**src/sv/pncq_pkg.sv**
```systemverilog
`timescale 1ns / 1ps
`default_nettype none
// ----------------------------------------------------------------------------
// pncq_pkg
// Shared types and constants for the nearest palette color quantizer.
// ----------------------------------------------------------------------------
package pncq_pkg;

    localparam int MAX_COLORS = 64;
    localparam int GROUP_SIZE = 4;
    localparam int COUNT_BITS = 18;
    localparam int NUM_GROUPS = (MAX_COLORS + GROUP_SIZE - 1) / GROUP_SIZE;

    localparam int IDX_W = $clog2(MAX_COLORS);
    localparam int LIM_W = IDX_W + 1;
    localparam int GRP_W = (NUM_GROUPS > 1) ? $clog2(NUM_GROUPS) : 1;

    localparam int CFG_W      = 7;
    localparam int CFG_ADDR_W = 2;
    localparam logic [CFG_ADDR_W-1:0] CFG_PALETTE_SIZE = 2'd0;
    localparam logic [CFG_ADDR_W-1:0] CFG_GRAY_LEVEL   = 2'd1;
    localparam logic [CFG_ADDR_W-1:0] CFG_GRAY_ENTRIES = 2'd2;

    localparam logic [CFG_W-1:0] PALETTE_SIZE_RST = 7'd64;
    localparam logic [CFG_W-1:0] GRAY_LEVEL_RST   = 7'd100;
    localparam logic [CFG_W-1:0] GRAY_ENTRIES_RST = 7'd12;
    localparam logic [CFG_W-1:0] PCT_FULL         = 7'd100;

    localparam logic [1:0] REQ_WRITE    = 2'd0;
    localparam logic [1:0] REQ_CLASSIFY = 2'd1;
    localparam logic [1:0] REQ_CLEAR    = 2'd2;

    localparam logic [7:0] ALPHA_LIMIT = 8'd128;

    // distance datapath widths
    localparam int SQ_W   = 18;   // sum of three squared 8-bit differences
    localparam int PEN_W  = 11;   // 15 * (100 - gray level)
    localparam int PROD_W = SQ_W + PEN_W;
    localparam int DIST_W = 22;   // d + d*1500/100 stays below 2^22

    localparam logic [PEN_W-1:0]  PEN_WEIGHT = 11'd15;
    localparam logic [DIST_W-1:0] START_DIST = 22'd200000;

    // floor(x/100) = (x * ceil(2^36/100)) >> 36, exact for x < 2^30
    localparam int RECIP_W     = 30;
    localparam int RECIP_SHIFT = 36;
    localparam logic [RECIP_W-1:0] RECIP_100 = 30'd687194768;

    typedef struct packed {
        logic [1:0] req_type;
        logic [5:0] entry_index;
        logic [7:0] red;
        logic [7:0] green;
        logic [7:0] blue;
        logic [7:0] alpha;
    } in_word_t;

    typedef struct packed {
        logic        visible;
        logic [7:0]  out_red;
        logic [7:0]  out_green;
        logic [7:0]  out_blue;
        logic [7:0]  out_alpha;
        logic [5:0]  chosen_index;
        logic [17:0] group_total;
    } out_word_t;

    typedef struct packed {
        logic             accept;
        logic             mem_write;
        logic             hist_clear;
        logic             scan_issue;
        logic [IDX_W-1:0] scan_addr;
        logic             fetch;
        logic             load_result;
        logic             result_visible;
    } ctrl_cmd_t;

    typedef struct packed {
        logic [1:0]       req_type;
        logic             opaque;
        logic [LIM_W-1:0] scan_limit;
        logic             pipe_busy;
        logic             out_free;
    } dp_status_t;

endpackage
`default_nettype wire

```
**src/sv/pncq_ctrl.sv**
```systemverilog
`timescale 1ns / 1ps
`default_nettype none
// ----------------------------------------------------------------------------
// pncq_ctrl
// Sequencer: takes a word, walks the palette one entry a cycle, waits for the
// distance pipeline to drain, fetches the winner and hands off the result.
// ----------------------------------------------------------------------------
module pncq_ctrl (
    input  logic                 aclk,
    input  logic                 aresetn,
    input  logic                 s_valid,
    output logic                 s_ready,
    input  pncq_pkg::dp_status_t status,
    output pncq_pkg::ctrl_cmd_t  cmd
);
    import pncq_pkg::*;

    localparam logic [2:0] ST_IDLE   = 3'd0;
    localparam logic [2:0] ST_SCAN   = 3'd1;
    localparam logic [2:0] ST_DRAIN  = 3'd2;
    localparam logic [2:0] ST_FETCH  = 3'd3;
    localparam logic [2:0] ST_RESULT = 3'd4;

    logic [2:0]       state_reg, state_next;
    logic [LIM_W-1:0] cnt_reg, cnt_next;
    logic             vis_reg, vis_next;

    always_ff @(posedge aclk) begin
        if (!aresetn) begin
            state_reg <= ST_IDLE;
            cnt_reg   <= '0;
            vis_reg   <= 1'b0;
        end else begin
            state_reg <= state_next;
            cnt_reg   <= cnt_next;
            vis_reg   <= vis_next;
        end
    end

    always_comb begin
        state_next = state_reg;
        cnt_next   = cnt_reg;
        vis_next   = vis_reg;
        s_ready    = 1'b0;
        cmd        = '0;
        case (state_reg)
            ST_IDLE: begin
                s_ready = 1'b1;
                if (s_valid) begin
                    cmd.accept = 1'b1;
                    case (status.req_type)
                        REQ_WRITE: cmd.mem_write = 1'b1;
                        REQ_CLEAR: cmd.hist_clear = 1'b1;
                        REQ_CLASSIFY: begin
                            cnt_next = '0;
                            if (!status.opaque) begin
                                vis_next   = 1'b0;
                                state_next = ST_RESULT;
                            end else if (status.scan_limit == '0) begin
                                vis_next   = 1'b1;
                                state_next = ST_FETCH;
                            end else begin
                                vis_next   = 1'b1;
                                state_next = ST_SCAN;
                            end
                        end
                        default: ;
                    endcase
                end
            end
            ST_SCAN: begin
                cmd.scan_issue = 1'b1;
                cmd.scan_addr  = cnt_reg[IDX_W-1:0];
                cnt_next       = cnt_reg + LIM_W'(1);
                if (cnt_reg + LIM_W'(1) == status.scan_limit) begin
                    state_next = ST_DRAIN;
                end
            end
            ST_DRAIN: begin
                if (!status.pipe_busy) begin
                    state_next = ST_FETCH;
                end
            end
            ST_FETCH: begin
                cmd.fetch  = 1'b1;
                state_next = ST_RESULT;
            end
            ST_RESULT: begin
                if (status.out_free) begin
                    cmd.load_result    = 1'b1;
                    cmd.result_visible = vis_reg;
                    state_next         = ST_IDLE;
                end
            end
            default: state_next = ST_IDLE;
        endcase
    end

`ifndef SYNTHESIS
    a_scan_in_range: assert property (@(posedge aclk) disable iff (!aresetn)
        cmd.scan_issue |-> cnt_reg < status.scan_limit)
        else $error("scan address past palette limit");

    a_fetch_after_drain: assert property (@(posedge aclk) disable iff (!aresetn)
        cmd.fetch |-> !status.pipe_busy)
        else $error("winner fetched while distances still in flight");

    a_load_when_free: assert property (@(posedge aclk) disable iff (!aresetn)
        cmd.load_result |-> status.out_free)
        else $error("result loaded over a word not yet taken");
`endif

endmodule
`default_nettype wire

```
**src/sv/pncq_dp.sv**
```systemverilog
`timescale 1ns / 1ps
`default_nettype none
// ----------------------------------------------------------------------------
// pncq_dp
// Datapath: config registers, palette memory, five-stage weighted distance
// pipeline with running minimum, group histogram and output register.
// ----------------------------------------------------------------------------
module pncq_dp (
    input  logic                 aclk,
    input  logic                 aresetn,
    input  logic                 cfg_wr_en,
    input  logic [1:0]           cfg_addr,
    input  logic [6:0]           cfg_wr_data,
    input  pncq_pkg::in_word_t   s_data,
    input  pncq_pkg::ctrl_cmd_t  cmd,
    output pncq_pkg::dp_status_t status,
    output logic                 m_valid,
    input  logic                 m_ready,
    output pncq_pkg::out_word_t  m_data
);
    import pncq_pkg::*;

    // ---------------- configuration ----------------
    logic [CFG_W-1:0] psize_reg, glevel_reg, gent_reg;

    always_ff @(posedge aclk) begin
        if (!aresetn) begin
            psize_reg  <= PALETTE_SIZE_RST;
            glevel_reg <= GRAY_LEVEL_RST;
            gent_reg   <= GRAY_ENTRIES_RST;
        end else if (cfg_wr_en) begin
            case (cfg_addr)
                CFG_PALETTE_SIZE: psize_reg  <= cfg_wr_data;
                CFG_GRAY_LEVEL:   glevel_reg <= cfg_wr_data;
                CFG_GRAY_ENTRIES: gent_reg   <= cfg_wr_data;
                default: ;
            endcase
        end
    end

    logic [LIM_W-1:0] scan_limit;
    logic [CFG_W-1:0] gl_clamped;
    logic [PEN_W-1:0] pen_k;

    assign scan_limit = (int'(psize_reg) > MAX_COLORS) ? LIM_W'(MAX_COLORS)
                                                       : LIM_W'(psize_reg);
    assign gl_clamped = (glevel_reg > PCT_FULL) ? PCT_FULL : glevel_reg;
    assign pen_k      = PEN_W'(PCT_FULL - gl_clamped) * PEN_WEIGHT;

    // ---------------- palette memory ----------------
    logic [31:0]      palette_mem [MAX_COLORS];
    logic [31:0]      rdata_reg;
    logic             rd_en;
    logic [IDX_W-1:0] rd_addr;
    logic [IDX_W-1:0] win_reg;

    assign rd_en   = cmd.scan_issue | cmd.fetch;
    assign rd_addr = cmd.fetch ? win_reg : cmd.scan_addr;

    always_ff @(posedge aclk) begin
        if (cmd.mem_write && (int'(s_data.entry_index) < MAX_COLORS)) begin
            palette_mem[IDX_W'(s_data.entry_index)] <=
                {s_data.alpha, s_data.blue, s_data.green, s_data.red};
        end
        if (rd_en) begin
            rdata_reg <= palette_mem[rd_addr];
        end
    end

    // ---------------- pixel and search state ----------------
    logic [7:0]        px_r_reg, px_g_reg, px_b_reg;
    logic [DIST_W-1:0] best_reg;

    // ---------------- distance pipeline ----------------
    logic             v1_reg, v2_reg, v3_reg, v4_reg;
    logic [IDX_W-1:0] i1_reg, i2_reg, i3_reg, i4_reg;
    logic             pen2_reg;
    logic [SQ_W-1:0]  d2_reg, d3_reg, d4_reg;
    logic [PROD_W-1:0] prod3_reg;
    logic [DIST_W-1:0] q4_reg;

    function automatic logic [15:0] sq_diff(input logic [7:0] a, input logic [7:0] b);
        logic [7:0] d;
        d = (a > b) ? (a - b) : (b - a);
        return 16'(d) * 16'(d);
    endfunction

    logic [SQ_W-1:0]          d2_next;
    logic [PEN_W-1:0]         k_eff;
    logic [PROD_W+RECIP_W-1:0] recip_prod;
    logic [DIST_W-1:0]        dist_sum;

    assign d2_next = SQ_W'(sq_diff(rdata_reg[7:0], px_r_reg))
                   + SQ_W'(sq_diff(rdata_reg[15:8], px_g_reg))
                   + SQ_W'(sq_diff(rdata_reg[23:16], px_b_reg));
    assign k_eff      = pen2_reg ? pen_k : '0;
    assign recip_prod = (PROD_W+RECIP_W)'(prod3_reg) * (PROD_W+RECIP_W)'(RECIP_100);
    assign dist_sum   = DIST_W'(d4_reg) + q4_reg;

    always_ff @(posedge aclk) begin
        if (!aresetn) begin
            v1_reg <= 1'b0;
            v2_reg <= 1'b0;
            v3_reg <= 1'b0;
            v4_reg <= 1'b0;
        end else begin
            v1_reg <= cmd.scan_issue;
            v2_reg <= v1_reg;
            v3_reg <= v2_reg;
            v4_reg <= v3_reg;
        end
    end

    always_ff @(posedge aclk) begin
        i1_reg    <= cmd.scan_addr;
        i2_reg    <= i1_reg;
        pen2_reg  <= int'(i1_reg) < int'(gent_reg);
        d2_reg    <= d2_next;
        i3_reg    <= i2_reg;
        d3_reg    <= d2_reg;
        prod3_reg <= PROD_W'(d2_reg) * PROD_W'(k_eff);
        i4_reg    <= i3_reg;
        d4_reg    <= d3_reg;
        q4_reg    <= recip_prod[RECIP_SHIFT +: DIST_W];

        if (cmd.accept) begin
            px_r_reg <= s_data.red;
            px_g_reg <= s_data.green;
            px_b_reg <= s_data.blue;
            best_reg <= START_DIST;
            win_reg  <= '0;
        end else if (v4_reg && (dist_sum < best_reg)) begin
            best_reg <= dist_sum;
            win_reg  <= i4_reg;
        end
    end

    // ---------------- group histogram ----------------
    logic [COUNT_BITS-1:0] hist_reg [NUM_GROUPS];
    logic [COUNT_BITS-1:0] tot_reg;
    logic [GRP_W-1:0]      grp;
    logic [COUNT_BITS-1:0] hist_cur, hist_inc;

    assign grp      = GRP_W'(win_reg / GROUP_SIZE);
    assign hist_cur = hist_reg[grp];
    assign hist_inc = (hist_cur == '1) ? hist_cur : hist_cur + COUNT_BITS'(1);

    always_ff @(posedge aclk) begin
        if (!aresetn) begin
            for (int g = 0; g < NUM_GROUPS; g++) begin
                hist_reg[g] <= '0;
            end
        end else if (cmd.hist_clear) begin
            for (int g = 0; g < NUM_GROUPS; g++) begin
                hist_reg[g] <= '0;
            end
        end else if (cmd.fetch) begin
            hist_reg[grp] <= hist_inc;
        end
    end

    always_ff @(posedge aclk) begin
        if (cmd.fetch) begin
            tot_reg <= hist_inc;
        end
    end

    // ---------------- output register ----------------
    logic      m_valid_reg;
    out_word_t m_data_reg;

    always_ff @(posedge aclk) begin
        if (!aresetn) begin
            m_valid_reg <= 1'b0;
        end else if (cmd.load_result) begin
            m_valid_reg <= 1'b1;
        end else if (m_ready) begin
            m_valid_reg <= 1'b0;
        end
    end

    always_ff @(posedge aclk) begin
        if (cmd.load_result) begin
            if (cmd.result_visible) begin
                m_data_reg.visible      <= 1'b1;
                m_data_reg.out_red      <= rdata_reg[7:0];
                m_data_reg.out_green    <= rdata_reg[15:8];
                m_data_reg.out_blue     <= rdata_reg[23:16];
                m_data_reg.out_alpha    <= rdata_reg[31:24];
                m_data_reg.chosen_index <= 6'(win_reg);
                m_data_reg.group_total  <= 18'(tot_reg);
            end else begin
                m_data_reg <= '0;
            end
        end
    end

    assign m_valid = m_valid_reg;
    assign m_data  = m_data_reg;

    assign status.req_type   = s_data.req_type;
    assign status.opaque     = s_data.alpha >= ALPHA_LIMIT;
    assign status.scan_limit = scan_limit;
    assign status.pipe_busy  = v1_reg | v2_reg | v3_reg | v4_reg;
    assign status.out_free   = !m_valid_reg || m_ready;

`ifndef SYNTHESIS
    a_count_nonzero: assert property (@(posedge aclk) disable iff (!aresetn)
        cmd.fetch |=> tot_reg != '0)
        else $error("group total zero after increment");

    a_best_monotone: assert property (@(posedge aclk) disable iff (!aresetn)
        (v4_reg && !cmd.accept) |=> best_reg <= $past(best_reg))
        else $error("best distance grew during search");

    a_transparent_zero: assert property (@(posedge aclk) disable iff (!aresetn)
        (m_valid_reg && !m_data_reg.visible) |->
            (m_data_reg.chosen_index == '0 && m_data_reg.group_total == '0 &&
             m_data_reg.out_alpha == '0 && m_data_reg.out_red == '0))
        else $error("transparent result carries nonzero fields");
`endif

endmodule
`default_nettype wire

```
**src/sv/palette_nearest_color_quantizer.sv**
```systemverilog
`timescale 1ns / 1ps
`default_nettype none
// ----------------------------------------------------------------------------
// palette_nearest_color_quantizer
// Maps RGBA pixels to the nearest entry of a loaded palette and keeps a
// per-group hit histogram.
// ----------------------------------------------------------------------------
// Write and clear words give no result. A classify word with alpha below 128
// goes straight to the result state and puts transparent black in the output
// register. For an opaque pixel the palette memory read port delivers one entry
// per cycle, min(palette_size, 64) entries in all (none when palette_size is
// zero), into a five-stage weighted distance pipeline, which then drains
// before the winner is fetched from the same port and its group count is
// bumped. A stalled output register holds the sequencer until it frees up. A
// new word is taken as soon as the sequencer is back in idle, even while the
// previous result still sits in the output register. The palette holds
// garbage until written; the histogram and config registers come out of
// reset cleared and at defaults.
// ----------------------------------------------------------------------------
module palette_nearest_color_quantizer (
    input  logic                aclk,
    input  logic                aresetn,
    input  logic                cfg_wr_en,
    input  logic [1:0]          cfg_addr,
    input  logic [6:0]          cfg_wr_data,
    input  logic                s_valid,
    output logic                s_ready,
    input  pncq_pkg::in_word_t  s_data,
    output logic                m_valid,
    input  logic                m_ready,
    output pncq_pkg::out_word_t m_data
);
    import pncq_pkg::*;

    ctrl_cmd_t  cmd;
    dp_status_t status;

    pncq_ctrl u_ctrl (
        .aclk    (aclk),
        .aresetn (aresetn),
        .s_valid (s_valid),
        .s_ready (s_ready),
        .status  (status),
        .cmd     (cmd)
    );

    pncq_dp u_dp (
        .aclk        (aclk),
        .aresetn     (aresetn),
        .cfg_wr_en   (cfg_wr_en),
        .cfg_addr    (cfg_addr),
        .cfg_wr_data (cfg_wr_data),
        .s_data      (s_data),
        .cmd         (cmd),
        .status      (status),
        .m_valid     (m_valid),
        .m_ready     (m_ready),
        .m_data      (m_data)
    );

endmodule
`default_nettype wire
```
**config.mk**
```make
export PLATFORM = sky130hd
export DESIGN_NAME = palette_nearest_color_quantizer
export DESIGN_NICKNAME = d
export VERILOG_FILES = /design/src/sv/pncq_pkg.sv /design/src/sv/pncq_ctrl.sv /design/src/sv/pncq_dp.sv /design/src/sv/palette_nearest_color_quantizer.sv
export SDC_FILE = /design/constraint.sdc
export NUM_CORES = 2
export LEC_CHECK = 0
export ABC_AREA = 1
export BUFFER_PORTS_ARGS = -buffer_cell sky130_fd_sc_hd__buf_2
export CAP_MARGIN = 15
export CORE_ASPECT_RATIO = 1.5
export CORE_MARGIN = 10
export CORE_UTILIZATION = 60
export CTS_BUF_LIST = sky130_fd_sc_hd__clkbuf_4
export DETAILED_ROUTE_END_ITERATION = 8
export GPL_TIMING_DRIVEN = 0
export PLACE_DENSITY_LB_ADDON = 0.1
export SYNTH_ARGS = -nofsm -noshare
export SYNTH_HDL_FRONTEND = slang
export SYNTH_SLANG_ARGS = --single-unit
export TNS_END_PERCENT = 20
```
**constraint.sdc**
```tcl
create_clock -name aclk -period 8.9 [get_ports aclk]
set_clock_uncertainty 0.1 [all_clocks]
set_input_delay 0.89 -clock aclk [delete_from_list [all_inputs] [get_ports aclk]]
set_output_delay 0.89 -clock aclk [all_outputs]
set_load 0.005 [all_outputs]
```
==> results.yml <==
worst_setup_path:
  worstSetupStartpoint: "u_dp.rdata_reg[0]"
  r2r-start: "u_dp.rdata_reg[0]"
  cp_slowest_cell: "fa_2"
  rr_worst_depth: 46
  rrSetupSlack_ns: -0.70
  endpoint: "u_dp.d2_reg[15]"
  critPathCaptureType: "flip-flop"
  crit_arrival_ns: 10.66
  start_kind: "flip-flop"
  crit_required_ns: 9.96
  r2r_end: "u_dp.d2_reg[15]"
  criticalPathCategory: "reg -> reg"
  cpMostUsedCell: "fa_1"
  cp_slowest_stage_delay_ns: 0.57
  cp_max_fo: 6
sta:
  finalHoldViolations: 0
  fmax_ghz: 0.1042
  post-route-period-util_pct: 107.9
  finalCriticalPeriod_ns: 9.601
  slew_viol_final: 0
  setup_violations: 11
  slew_headroom_pct: 5.235
  grt_setup_unrepaired: "true"
  worst_hold_slack_ns: 0.05820
  tightest_slew_ns: 1.421
  fin_ws_ns: -0.7007
layout:
  largest_reg_flops: 2048
  regArea_um2: 78070
  drive_above_1_share_pct: 12.06
  multiInputGateArea_um2: 49530
  syn_to_final_growth_pct: 13.10
  final_cell_mix: "edfxtp_1 (2467), nor2_1 (1887), nand2_1 (1514), o21ai_0 (1209), inv_1 (1196)"
  n_fill_cell: 16950
  finalNonFillerCells: 16480
  nNetsFinal: 14320
  utilization_pct: 68.02
  layout_commonest_cell: "edfxtp_1"
detailed_routing:
  post_drt_via_cell_ratio: 6.385
  drt_iter0_markers: 14700
  firstDrtPassIters: 9
  wl_um: 520200
  wl_per_cell_um: 31.57
  drcViolationCount: 0
  vias: 105200
  ant_nets: 0
global_routing:
  grt_pass1_vias: 104100
  track_usage_pct: 42.45
  antenna_found_initial: 55
  grt_max_degree: 69
  overflow: 0
  grt_pass1_wl_um: 726300
logic_synthesis:
  synth_top_area_cell: "edfxtp_1"
  ys_seq_area_share_pct: 58.46
  avgSynthCellArea_um2: 11.01
  syn-num-nets: 13300
  synth-seq-cells: 2666
  ys_warn_count: 0
  async_reset_ff_share_pct: 0
  syn_area_um2: 133500
  synthTopCellsByArea: "edfxtp_1 (55%), fa_1 (8.1%), nor2_1 (5.5%)"
  synth_ff_type: "edfxtp_1"
  syn_inst: 12130
  synth_edf_count: 2467
  synthDominantCellAreaShare_pct: 55.48
  synth_cell_types: 56
cts:
  path_clk_slew_ns: 0.07
  clkSinkCount: 2666
  clk_path_buf_depth: 4
  htree_levels: 6
  clock_latency_ns: 1.43
  cts-root-buf: "clkbuf_4"
  cts_buffers: 627
  cts_tree: "yes"
place:
  numPortBuffers: 112
  dp.cells: 15280
  hpwl_um: 368400
  place_congestion: 1.073
worst_hold_path:
  hold_depth: 1
  hold_start: "s_data[0]"
  worstHoldPathType: "in -> reg"
floorplan:
  core_area_um2: 222000
  io_pins: 113
  fp.dieH_um: 597.8
  dieArea_um2: 242200
  rows: 212
  initial_core_util_pct: 60.14
  die_w_um: 405.2
job:
  cap_violations: 0
run_status:
  violations: "negative setup slack"
  status: "finished, violations left"
## critical path, delay by kind of cell, from the launching register on
kind / cells / cell delay [ns]
adder cells (fa/ha/maj): 14 / 5.94
XOR/XNOR: 2 / 0.32
buffers and inverters: 11 / 0.62
flip-flops: 1 / 0.45
AND/OR/NAND/NOR: 10 / 0.83
AO/OA/AOI/OAI: 9 / 1.15
## area by class of cell
type	count	area share, %
diodes	44	0.07291
inverters	1241	3.099
repair buffers	388	3.336
clock inverters	160	0.6189
well taps	2889	2.394
flip-flops and latches	2666	51.69
clock buffers	873	4.340
multi-input cells	7629	32.80
plain buffers	588	1.648
## cells by family (layout without fill, tap and decap cells)
kind of cell | count (synthesis) | in the layout | share of synthesized area, %
fa+ha+maj | 1121 | 1121 | 13.54
flops | 2666 | 2666 | 58.46
compound gates | 2159 | 2159 | 9.100
mux | 2 | 2 | 0.01499
other cells | 2 | 46 | 0.005624
buf+inv | 1834 | 3250 | 5.339
xor+xnor | 151 | 151 | 0.9904
simple gates | 4193 | 4194 | 12.55
## stage by stage
step	setup slack, ns	instance area (um2)	TNS [ns]
after floorplan	-0.3194	133700	-0.7265
after global placement	-2.306	137800	-3460.17
after detailed placement	-1.471	141700	-18.76
after CTS	-0.5788	150400	-3.734
after global routing	-0.9771	150900	-9.772
final	-0.7007	151000	-5.271
## worst min-delay path by stage
| stage | end | slack, ns |
|---|---|---|
| 4_1_cts | u_dp.palette_mem[8][5] | 0.002 |
| 3_3_place_gp | u_dp.i4_reg[0] | 0.21 |
| 5_1_grt | u_dp.palette_mem[1][28] | 0.02 |
| 2_1_floorplan | u_dp.d4_reg[0] | 0.21 |
| 3_5_place_dp | u_dp.d4_reg[9] | 0.21 |
| 6_report | u_dp.palette_mem[44][24] | 0.06 |
## synth_stat cells, types with 6 or more instances
master	number
buf_4	21
a31oi_1	20
nor2_2	9
ha_1	581
nand4_1	53
a21oi_1	227
a21o_1	21
nand2_1	1548
xnor2_1	48
o21ai_1	19
o21ai_0	1228
buf_6	11
inv_1	1220
o21bai_1	75
fa_1	540
a21boi_0	7
edfxtp_1	2467
buf_2	66
o221ai_1	8
clkinv_1	6
nand3_1	540
nand3_2	8
dfxtp_1	199
o22ai_1	309
nor3_1	34
clkbuf_1	446
nand2_2	7
xor2_1	103
nor2_1	1969
inv_2	14
o211ai_1	213
buf_1	49
nor4_1	8
## metal layers
layer / up-vias / GRT usage (%) / wire length (um)
met2: 8234 / 66.90 / 237600
met3: 2619 / 11.96 / 63030
met1: 50380 / 46.46 / 159200
met4: 36 / 38.74 / 60130
li1: 43940 / - / -
met5: - / 0 / 251
## timing repair
action                                  in CTS  in global routing
hold endpoints to repair                   652                  0
gates resized for setup                    112                 71
hold buffers                                54                  0
setup buffers                               45                 15
endpoints found under the setup margin      28                 30
pin swaps                                   45                 34
gates cloned                                 1                  0
Power is left out: the tool's default activity adds up to more than one toggle a clock period on the data nets, which glitch-free logic cannot reach.
